$ cat src/rtl/core/dq_pkg.sv
package dq_pkg;

  localparam int DATA_W    = 32;
  localparam int REQ_W     = 2;
  localparam int STATUS_W  = 2;
  localparam int COUNT_W   = 5;
  localparam int DEPTH_DEF = 16;

  // Request codes.
  localparam logic [REQ_W-1:0] REQ_PUSH_BACK  = 2'd0;
  localparam logic [REQ_W-1:0] REQ_PUSH_FRONT = 2'd1;
  localparam logic [REQ_W-1:0] REQ_POP_BACK   = 2'd2;
  localparam logic [REQ_W-1:0] REQ_POP_FRONT  = 2'd3;

  // Status codes.
  localparam logic [STATUS_W-1:0] ST_DONE      = 2'd0;
  localparam logic [STATUS_W-1:0] ST_UNDERFLOW = 2'd1;
  localparam logic [STATUS_W-1:0] ST_OVERFLOW  = 2'd2;

  typedef struct packed {
    logic [REQ_W-1:0]         req_type;
    logic signed [DATA_W-1:0] push_value;
  } dq_req_t;

  typedef struct packed {
    logic signed [DATA_W-1:0] popped_value;
    logic [STATUS_W-1:0]      status;
    logic [COUNT_W-1:0]       entry_count;
  } dq_res_t;

  // Outcome of one request, handed from the ring to the output side.
  typedef struct packed {
    logic                pop_ok;
    logic [STATUS_W-1:0] status;
    logic [COUNT_W-1:0]  count;
  } dq_info_t;

endpackage

$ cat src/rtl/core/dq_ring.sv
module dq_ring #(
  parameter int DEPTH = dq_pkg::DEPTH_DEF
) (
  input  logic                             clk,
  input  logic                             rst,
  input  logic                             acc,
  input  dq_pkg::dq_req_t                  req,
  output dq_pkg::dq_info_t                 info,
  output logic signed [dq_pkg::DATA_W-1:0] rd_data
);
  import dq_pkg::*;

  localparam int IDX_W = $clog2(DEPTH);
  localparam int CNT_W = $clog2(DEPTH + 1);
  localparam int SUM_W = CNT_W + 1;
  localparam logic [CNT_W-1:0] CNT_FULL = CNT_W'(DEPTH);
  localparam logic [IDX_W-1:0] IDX_LAST = IDX_W'(DEPTH - 1);
  localparam logic [SUM_W-1:0] SUM_DEPTH = SUM_W'(DEPTH);

  logic signed [DATA_W-1:0] mem [DEPTH];

  logic [IDX_W-1:0] front;
  logic [IDX_W-1:0] front_next;
  logic [CNT_W-1:0] count;
  logic [CNT_W-1:0] count_next;

  logic             wr_en;
  logic             rd_en;
  logic [IDX_W-1:0] wr_addr;
  logic [IDX_W-1:0] rd_addr;
  logic             pop_ok;
  logic [STATUS_W-1:0] status;

  logic [CNT_W-1:0] off;
  logic [SUM_W-1:0] sum;
  logic [IDX_W-1:0] slot;
  logic [CNT_W+COUNT_W-1:0] count_wide;

  // Ring position that lies off places behind the front word; off is below DEPTH whenever the slot is used.
  always_comb begin
    off = (req.req_type == REQ_POP_BACK) ? (count - CNT_W'(1)) : count;
    sum = SUM_W'(front) + SUM_W'(off);
    if (sum >= SUM_DEPTH) begin
      sum = sum - SUM_DEPTH;
    end
    slot = sum[IDX_W-1:0];
  end

  always_comb begin
    front_next = front;
    count_next = count;
    wr_en      = 1'b0;
    rd_en      = 1'b0;
    wr_addr    = slot;
    rd_addr    = slot;
    pop_ok     = 1'b0;
    status     = ST_DONE;
    case (req.req_type)
      REQ_PUSH_BACK: begin
        if (count == CNT_FULL) begin
          status = ST_OVERFLOW;
        end else begin
          wr_en      = 1'b1;
          count_next = count + CNT_W'(1);
        end
      end
      REQ_PUSH_FRONT: begin
        if (count == CNT_FULL) begin
          status = ST_OVERFLOW;
        end else begin
          front_next = (front == '0) ? IDX_LAST : (front - IDX_W'(1));
          wr_en      = 1'b1;
          wr_addr    = front_next;
          count_next = count + CNT_W'(1);
        end
      end
      REQ_POP_BACK: begin
        if (count == '0) begin
          status = ST_UNDERFLOW;
        end else begin
          rd_en      = 1'b1;
          pop_ok     = 1'b1;
          count_next = count - CNT_W'(1);
        end
      end
      default: begin
        if (count == '0) begin
          status = ST_UNDERFLOW;
        end else begin
          rd_en      = 1'b1;
          pop_ok     = 1'b1;
          rd_addr    = front;
          front_next = (front == IDX_LAST) ? '0 : (front + IDX_W'(1));
          count_next = count - CNT_W'(1);
        end
      end
    endcase
    count_wide = {{COUNT_W{1'b0}}, count_next};
  end

  always_ff @(posedge clk) begin
    if (rst) begin
      front <= '0;
      count <= '0;
    end else if (acc) begin
      front <= front_next;
      count <= count_next;
    end
  end

  always_ff @(posedge clk) begin
    if (acc) begin
      info.pop_ok <= pop_ok;
      info.status <= status;
      info.count  <= count_wide[COUNT_W-1:0];
    end
  end

  // One request touches one entry, so a write and a read never meet in a cycle.
  always_ff @(posedge clk) begin
    if (acc && wr_en) begin
      mem[wr_addr] <= req.push_value;
    end
    if (acc && rd_en) begin
      rd_data <= mem[rd_addr];
    end
  end

endmodule

$ cat src/rtl/core/double_ended_queue.sv
// Double-ended queue of signed 32-bit words kept in a ring memory of DEPTH entries.
// Requests arrive as beats on the req channel (req_valid, req_stall, req): push at
// the back, push at the front, pop from the back or pop from the front.
// Every request beat yields exactly one beat on the res channel (res_valid,
// res_stall, res) carrying the popped word (zero unless a pop succeeded), a status
// code (done, underflow, overflow) and the number of stored words afterwards.
// A pop on an empty queue reports underflow and a push on a full ring reports
// overflow; neither changes the queue.
// An accepted request passes through the ring's registers (memory read data and
// outcome) and then the output register before its result beat. One request per
// cycle is taken while the receiver does not stall; each uses one memory access.
// When the receiver stalls, the output register holds its beat, one further
// request may be accepted and parked behind it, and req_stall is then raised.
// Synchronous reset empties the queue and drops any beats in flight; the memory
// contents are not cleared and no word is ever read before it was written.
module double_ended_queue #(
  parameter int DEPTH = dq_pkg::DEPTH_DEF
) (
  input  logic            clk,
  input  logic            rst,
  input  logic            req_valid,
  output logic            req_stall,
  input  dq_pkg::dq_req_t req,
  output logic            res_valid,
  input  logic            res_stall,
  output dq_pkg::dq_res_t res
);
  import dq_pkg::*;

  localparam logic [COUNT_W-1:0] DEPTH_TRUNC = COUNT_W'(DEPTH);

  // An accepted request whose ring step has completed but whose result has not yet
  // moved into the output register.
  logic p_valid;
  logic acc;
  logic move;

  dq_info_t                 info;
  logic signed [DATA_W-1:0] rd_data;

  // The pending result moves out whenever the output register is empty or
  // its beat is being taken this cycle.
  assign move      = p_valid && (!res_valid || !res_stall);
  assign req_stall = p_valid && !move;
  assign acc       = req_valid && !req_stall;

  dq_ring #(
    .DEPTH (DEPTH)
  ) u_ring (
    .clk     (clk),
    .rst     (rst),
    .acc     (acc),
    .req     (req),
    .info    (info),
    .rd_data (rd_data)
  );

  always_ff @(posedge clk) begin
    if (rst) begin
      p_valid   <= 1'b0;
      res_valid <= 1'b0;
    end else begin
      if (acc) begin
        p_valid <= 1'b1;
      end else if (move) begin
        p_valid <= 1'b0;
      end
      if (move) begin
        res_valid <= 1'b1;
      end else if (!res_stall) begin
        res_valid <= 1'b0;
      end
    end
  end

  // Result payload; the memory read data is only meaningful after a good pop.
  always_ff @(posedge clk) begin
    if (move) begin
      res.popped_value <= info.pop_ok ? rd_data : '0;
      res.status       <= info.status;
      res.entry_count  <= info.count;
    end
  end

`ifndef SYNTH
  a_fail_no_word: assert property (@(posedge clk) disable iff (rst)
    res_valid && res.status != ST_DONE |-> res.popped_value == '0)
    else $error("failed request returned a nonzero word");

  a_underflow_empty: assert property (@(posedge clk) disable iff (rst)
    p_valid && info.status == ST_UNDERFLOW |-> info.count == '0 && !info.pop_ok)
    else $error("underflow reported on a non-empty queue");

  a_overflow_full: assert property (@(posedge clk) disable iff (rst)
    p_valid && info.status == ST_OVERFLOW |-> info.count == DEPTH_TRUNC)
    else $error("overflow reported on a ring that is not full");

  a_pending_held: assert property (@(posedge clk) disable iff (rst)
    p_valid && !move |=> p_valid && $stable(info) && (!info.pop_ok || $stable(rd_data)))
    else $error("pending result lost while the output was stalled");
`endif

endmodule
$ cat config.mk
export PLATFORM = sky130hd
export DESIGN_NAME = double_ended_queue
export DESIGN_NICKNAME = d
export VERILOG_FILES = /design/src/rtl/core/dq_pkg.sv /design/src/rtl/core/dq_ring.sv /design/src/rtl/core/double_ended_queue.sv
export SDC_FILE = /design/constraint.sdc
export NUM_CORES = 1
export LEC_CHECK = 0
export BUFFER_PORTS_ARGS = -buffer_cell sky130_fd_sc_hd__buf_2
export CORE_MARGIN = 5
export CORE_UTILIZATION = 25
export CTS_CLUSTER_SIZE = 25
export DETAILED_ROUTE_END_ITERATION = 10
export PLACE_DENSITY_LB_ADDON = 0.1
export SYNTH_ARGS = -nofsm -noshare
export SYNTH_HDL_FRONTEND = slang
export SYNTH_HIERARCHICAL = 1
export SYNTH_SLANG_ARGS = --single-unit
export TNS_END_PERCENT = 100
$ cat constraint.sdc
create_clock -name clk -period 12.5 [get_ports clk]
set_input_delay 1.875 -clock clk [delete_from_list [all_inputs] [get_ports clk]]
set_output_delay 1.875 -clock clk [all_outputs]
set_load 0.03 [all_outputs]
==> results of run 1 <==
per-layer routing:
layer | vias up | share of wire | track usage | wire [microns]
li1 | 5643 | - | - | -
met1 | 6930 | 0.46 | 0.186 | 32800
met2 | 235 | 0.49 | 0.228 | 34700
met3 | 87 | 0.035 | 0.0212 | 2480
met4 | 0 | 0.019 | 0.0337 | 1350
met5 | - | 0 | 0 | 0
state kept, by name (all words and copies together) (netlist names):
name and count:
u_ring/mem 512, res 39, u_ring/rd_data 32, u_ring/info 8
u_ring/count 5, u_ring/front 4, p_valid 1, res_valid 1
worst max path at each step:
| stage | slack [ps] | endpoint | from |
|---|---|---|---|
| 5_1_grt | 6500 | u_ring/rd_data[31]$_DFFE_PP_ | req[33] |
| 2_1_floorplan | 5870 | u_ring/mem[4][0]$_DFFE_PP_ | req[32] |
| 3_3_place_gp | 6160 | u_ring/rd_data[3]$_DFFE_PP_ | req[33] |
| 6_report | 6820 | u_ring/rd_data[29]$_DFFE_PP_ | req[33] |
| 3_5_place_dp | 6140 | u_ring/rd_data[30]$_DFFE_PP_ | req[33] |
| 4_1_cts | 6790 | u_ring/rd_data[31]$_DFFE_PP_ | req[33] |
through the flow:
stage	setup slack [ps]	instance area, sq um	util	hold WS [ps]	cells
after floorplan	5870	24300	-	400	1321
after global placement	6160	26200	0.271	401	2626
after detailed placement	6140	26200	0.271	407	2626
after CTS	6790	28300	0.293	419	2752
after global routing	6500	28300	0.293	422	2752
final	6820	28300	0.293	419	2752
cell type report:
type | instances | area [sq um]
tap | 1276 | 1600
clock inverter | 38 | 290
multi-input combinational | 610 | 5800
sequential | 602 | 18000
inverter | 14 | 52.6
fill | 9527 | 68200
clock buffer | 88 | 1890
timing repair buffer | 124 | 736
cell usage in the layout (no fill, tap or decap), types with 15 or more instances in the layout:
master	instances
nand3_1	40
buf_4	46
clkbuf_16	73
edfxtp_1	591
mux2_1	30
nand4_1	32
nor3_2	19
and2_2	32
o221ai_1	64
a211o_1	64
clkinv_1	15
nor2_1	17
mux4_2	64
buf_2	78
o21ai_0	31
and3_1	66
mux2_2	26
worst register-to-register path, cell delays in order, from the launching register on:
cell,delay (ps)
dfxtp_1,530
inv_1,200
ha_1,380
o21ai_0,270
inv_1,90
fa_1,420
xor2_1,200
a21o_2,190
buf_4,230
nand2_8,570
buf_4,930
mux2_2,510
o221ai_1,170
nand4_1,130
synthesized netlist by cell type, drive strengths merged (4+ instances only):
| cell type | instances |
|---|---|
| edfxtp | 591 |
| and3 | 67 |
| mux2 | 66 |
| o221ai | 65 |
| a211o | 64 |
| mux4 | 64 |
| buf | 56 |
| nand3 | 42 |
| o21ai | 41 |
| clkbuf | 39 |
| and2 | 36 |
| nand4 | 32 |
| nor3 | 21 |
| nand2 | 17 |
| nor2 | 17 |
| inv | 14 |
| dfxtp | 11 |
| a21oi | 10 |
| ha | 10 |
| mux2i | 8 |
| nand2b | 7 |
| a211oi | 6 |
| xnor2 | 5 |
| xor2 | 5 |
| a31oi | 4 |
power by group through the flow:
stage	clock (uW)	sequential [uW]	combinational, uW
final	1950	2370	1130
after global placement	0	2410	1160
after detailed placement	0	2410	1160
after CTS	2030	2370	1160
after global routing	2120	2380	1230
after floorplan	0	2420	812
logic make-up (layout without fill, tap and decap cells):
kind of cell / after synthesis / count (layout) / share of synthesized area
flops: 602 / 602 / 0.740
buf+inv: 109 / 264 / 0.0291
fa+ha+maj: 11 / 11 / 0.00598
mux: 138 / 138 / 0.0950
compound gates: 203 / 203 / 0.0641
simple gates: 246 / 246 / 0.0605
xor+xnor: 12 / 12 / 0.00546
==> qor.txt, run 1 <==
RSZ-0062 raised after global routing = no
Reg2reg path depth = 13
CP max-delay cell = buf_4
Synth top area share = 0.731
Final hold vios = 0
Die footprint = 103,000 sq um
GRT Util Overall = 0.136
Clk pwr share = 0.358
Vias = 12,895
CTS tree = built
Int Power = 3890 uW
Layout Area Growth over Synthesis = 16.7%
Detail Route Antenna Nets = 0
Initial Util = 0.251
Post-synth EDFFs = 591
Asr flop ratio synth = 0
Number of gates resized after CTS = 0
Worst r2r src = u_ring/count[0]$_SDFFE_PP0P_
Min-delay src = u_ring/info[2]$_DFFE_PP_
Switching part of the total = 0.287
Top delay family on crit path = buffers and inverters
Max-Cap Viols = 0
Cts bufs inserted = 71
CP startpoint kind = input port
Synth Flop Type = edfxtp_1
Pleak = 0.00912 uW
CP Max Fanout = 81
Status = finished, final reports clean
Die height = 322 microns
Setup slack, reg-to-reg = 7420 ps
Worst path cell trace = buf_2 -> nand2b_4 -> xnor2_1 -> ha_1 -> inv_1 -> fa_1 -> xor2_1 -> a21o_2 -> buf_4 -> nand2_8 -> buf_4 -> mux2_2 -> o221ai_1 -> nand4_1
Share of cells above drive strength 1 = 0.264
Setup violations, final = 0
Slew Viols, Final = 0
Synth Instances = 1,321
Total chip power = 5450 uW
GRT overflow = 0
R2R Path End = u_ring/rd_data[29]$_DFFE_PP_
Combinational Power Share = 0.207
Largest cells by area after synthesis = edfxtp_1 (73%), mux4_2 (5.9%), o221ai_1 (2.3%)
Placer Congestion = 0.699
Core footprint = 96,600 sq um
Initial drt markers = 799
Seq/Total Area, Yosys = 0.740
FMAX = 176 MHz
Port Buffers = 78
Mapped Avg Cell Area = 18.4 sq um
Class of the tightest hold or removal check = flop to flop
Syn_nets = 1,370
Yosys warns = 6
Initial antenna violation count = 4
H-tree depth = 3
First-pass GRT wire length = 102 mm
Drt wl/cell = 25.9 microns
FP Rows = 114
Clock transition at the registers of the reported paths = 60 ps
Max_slew headroom = 0.250
CP required = 12,830 ps
Top-level I/O count = 79
Via density = 4.69
CP arrival = 6010 ps
Setup Fix Bufs, Post-CTS = 0
Setup_tns = 0 ps
Distinct cells, synth = 57
Fin crit period = 5680 ps
Final Skew = 21.0 ps
Stages on worst setup path = 14
Cell area power density = 192 nW/um^2
Bufs and invs on worst path = 4
Peak VDD IR = 91.4 uV
Pre-antenna DRT Iters = 5
Antenna fix cells = 0
Sw power = 1560 uW
Worst path max stage delay = 900 ps
Insertion delay to the later sink of the worst-skew pair = 610 ps
Num Clock Sinks = 602
Seq cells post-synth = 602
Clock tree root buffer cell = clkbuf_16
Largest area contributor in the netlist = edfxtp_1
Seq pwr share = 0.435
Fin crit share = 0.454
Chip Width = 322 microns
Most used cell, CP = buf_4
Netlist Area Pre-Place = 24,300 sq um
Nets = 1,472
Drt total wl = 71.3 mm
CTS Buffer Depth = 3
Vias in the first global route = 13,690
CTS Hold Bufs = 0
Hold path endpoint = res[2]$_DFFE_PP_
Post-DP HPWL = 36.5 mm
Remaining DRCs = 0
Largest net degree at the start of global routing = 82
WHS Path Cells = 0
Setup CP Type = input port to flop
Worst Setup End Kind = flop
Worst Max-Slew Pin Slew = 1090 ps
Note: power is estimated with default switching activity, not from simulation.
==> run 2, diff against run 1 <==
--- a/config.mk
+++ b/config.mk
@@ -5,6 +5,7 @@
 export SDC_FILE = /design/constraint.sdc
 export NUM_CORES = 1
 export LEC_CHECK = 0
+export ABC_AREA = 1
 export BUFFER_PORTS_ARGS = -buffer_cell sky130_fd_sc_hd__buf_2
 export CORE_MARGIN = 5
 export CORE_UTILIZATION = 25
==> constraint.sdc (replaced) <==
create_clock -name clk -period 4.7 [get_ports clk]
set_input_delay 0.705 -clock clk [delete_from_list [all_inputs] [get_ports clk]]
set_output_delay 0.705 -clock clk [all_outputs]
set_load 0.03 [all_outputs]
==> run 2 against run 1 <==
Utilization grew 0.31 points. Combinational power grew 140%. Die area grew 8.2%. Power grew to 2.7 times the previous value. Global-route usage grew 1.1 points. First-iteration DRC count grew 44%. Worst setup slack lost 5900 ps. Sequential cell count is the same. Largest cell class unchanged. Highest routed layer unchanged. Count of clock-buffer cells in the layout grew 3.
==> qor.txt, run 2 <==
FMAX = 262 MHz
Setup_tns = 0 ps (unchanged)
Worst Setup End Kind = flop
Synth Instances = 2,496 (+89%)
Seq cells post-synth = 602 (unchanged)
Post-DP HPWL = 50.3 mm (+38%)
Insertion delay to the later sink of the worst-skew pair = 640 ps (+30 ps)
H-tree depth = 3 (unchanged)
First-pass GRT wire length = 122 mm (+19%)
CP startpoint kind = flop
Post-synth EDFFs = 591 (unchanged)
Setup violations, final = 0 (unchanged)
Netlist Area Pre-Place = 26,300 sq um (+8.5%)
Drt wl/cell = 20.6 microns (-21%)
Nets = 2,633 (+79%)
CP required = 4980 ps (-7850 ps)
Status = finished, final reports clean
Core footprint = 105,000 sq um (+8.7%)
Clock tree root buffer cell = clkbuf_16
Cts bufs inserted = 75 (+5.6%)
GRT overflow = 0 (unchanged)
Synth top area share = 0.674 (-0.0571)
Initial antenna violation count = 4 (unchanged)
Cell area power density = 472 nW/um^2 (+150%)
CTS tree = built
Top-count cell post-synth = nand3_1
Fin crit period = 3820 ps
Number of gates resized after CTS = 0 (unchanged)
Pre-antenna DRT Iters = 5 (unchanged)
Placer Congestion = 0.755 (+8.0%)
Worst r2r src = u_ring/count[0]$_SDFFE_PP0P_
Post-synth top cells = nand3_1 (628), edfxtp_1 (591), inv_1 (581)
Reg2reg path depth = 9 (-4)
Fin crit share = 0.813
Top-level I/O count = 79 (unchanged)
Distinct cells, synth = 33 (-42%)
CTS Hold Bufs = 0 (unchanged)
Setup CP Type = flop to flop
Remaining DRCs = 0 (unchanged)
FP Rows = 119 (+4.4%)
Chip Width = 335 microns (+4.0%)
Die height = 335 microns (+4.0%)
Setup Fix Bufs, Post-CTS = 0 (unchanged)
Vias = 17,564 (+36%)
Placement Setup Slack = 520 ps (-5620 ps)
Initial Util = 0.251 (-0.000527)
Most frequent cells in the layout = nand3_1 (628), edfxtp_1 (591), inv_1 (581)
Layout Area Growth over Synthesis = 18.2%
Worst Max-Slew Pin Slew = 1050 ps (-41.4 ps)
Syn_nets = 2,545 (+86%)
Largest net degree at the start of global routing = 81 (-1.2%)
Final hold vios = 0 (unchanged)
Vias in the first global route = 17,394 (+27%)
Clock transition at the registers of the reported paths = 60 ps (about the same)
Max reg flops = 512 (unchanged)
WHS Path Cells = 3 (+3)
Max_slew headroom = 0.296 (+0.0458)
CP arrival = 4100 ps (-1910 ps)
Drt total wl = 83.2 mm (+17%)
Largest cells by area after synthesis = edfxtp_1 (67%), nand3_1 (12%), inv_1 (8.3%)
Min-delay src = req_valid
Yosys warns = 6 (unchanged)
Synth Flop Type = edfxtp_1
Mapped Avg Cell Area = 10.6 sq um (-43%)
Most flop-heavy register = u_ring/mem
Final Skew = 33.6 ps (+12.6 ps)
Num Clock Sinks = 602 (unchanged)
Share of cells above drive strength 1 = 0.104 (-0.160)
Final WS setup = 881 ps (-5940 ps)
CP Max Fanout = 17 (-79%)
Hold path endpoint = p_valid$_SDFFE_PP0P_
Class of the tightest hold or removal check = input port to flop
Commonest non-fill, non-tap cell in the layout = nand3_1
Max-Cap Viols = 0 (unchanged)
Largest area contributor in the netlist = edfxtp_1
Port Buffers = 78 (unchanged)
R2R Path End = u_ring/mem[15][23]$_DFFE_PP_
Peak VDD IR = 249 uV (+170%)
RSZ-0062 raised after global routing = no
Slew Viols, Final = 0 (unchanged)
Via density = 4.35 (-7.1%)
Asr flop ratio synth = 0 (unchanged)
Largest regs = u_ring/mem (512), res (39), u_ring/rd_data (32)
GRT Util Overall = 0.147 (+0.0108)
CTS Buffer Depth = 3 (unchanged)
Seq/Total Area, Yosys = 0.682 (-0.0578)
Pleak = 0.0131 uW (+43%)
Setup slack, reg-to-reg = 880 ps (-6540 ps)
Detail Route Antenna Nets = 0 (unchanged)
Initial drt markers = 1,150 (+44%)
Die footprint = 112,000 sq um (+8.2%)
[run 2: changes by cell type after synthesis, sizes merged, moves of 64 or more]
| cell | previous run | this run |
|---|---|---|
| a211o | 64 | 0 |
| nand3 | 42 | 631 |
| mux4 | 64 | 0 |
| nand2 | 17 | 462 |
| mux2 | 66 | 0 |
| and3 | 67 | 0 |
| o221ai | 65 | 0 |
| inv | 14 | 584 |
[run 2: worst max-delay path by stage]
stage                            startpoint                           end  slack (ps)  cells past startpoint
5_1_grt        u_ring/count[0]$_SDFFE_PP0P_  u_ring/mem[15][20]$_DFFE_PP_         600                      9
6_report       u_ring/count[0]$_SDFFE_PP0P_  u_ring/mem[15][23]$_DFFE_PP_         880                      9
2_1_floorplan                       req[33]    u_ring/mem[4][0]$_DFFE_PP_         620                     16
3_3_place_gp                        req[33]  u_ring/mem[15][22]$_DFFE_PP_         650                     11
3_5_place_dp                        req[33]  u_ring/mem[15][22]$_DFFE_PP_         520                     11
4_1_cts        u_ring/count[0]$_SDFFE_PP0P_  u_ring/mem[15][23]$_DFFE_PP_         820                      9
[run 2: layout make-up]
type	instances	area (sq um)
Fill cell	10923	73800
Sequential cell	602	18000
Multi-Input combinational cell	1185	5750
Inverter	584	2190
Clock buffer	91	1960
Tap cell	1391	1740
Timing Repair Buffer	136	1040
Clock inverter	46	473
Antenna cell	2	5.00
[run 2: logic make-up (layout without fill, tap and decap cells)]
logic type / after synthesis / after routing / share of synthesized area
xor gates and xnor gates: 11 / 11 / 0.00366
buffers and inverters: 709 / 857 / 0.108
and+or+nand+nor: 1124 / 1124 / 0.193
DFF: 602 / 602 / 0.682
AOI/OAI and AO/OA: 39 / 39 / 0.00845
adders and majority gates: 11 / 11 / 0.00551
other: 0 / 2 / 0
[run 2: worst max-delay path: stages (launching register included)]
cell and delay (ps):
dfxtp_1 460, inv_1 170, ha_1 370, o21ai_0 270, inv_1 100, fa_1 490
o21ai_0 500, nand3_1 500, nor2_4 230, buf_4 350
[run 2: layer usage]
layer,up-vias,wire (microns),part of all wire,GRT usage
met5,-,0,0,0
met4,0,1650,0.020,0.0369
met3,107,2880,0.035,0.0189
met2,354,39300,0.47,0.242
met1,8749,39300,0.47,0.206
li1,8354,-,-,-
[run 2: stage by stage]
step           cells  area [sq um]  hold slack, ps  utilization  total power [uW]
2_1_floorplan   2496         26300             400            -              7960
3_3_place_gp    3898         28700             405        0.273              9140
3_5_place_dp    3898         28700             405        0.273              9130
4_1_cts         4035         31100             286        0.296             15000
5_1_grt         4035         31100             335        0.296             15400
6_report        4037         31100             342        0.297             14700
[run 2: where the power goes]
part           internal, uW  switching (uW)  total (uW)
clock network          3380            2360        5740
registers              6140            92.4        6230
logic                   736            1990        2720
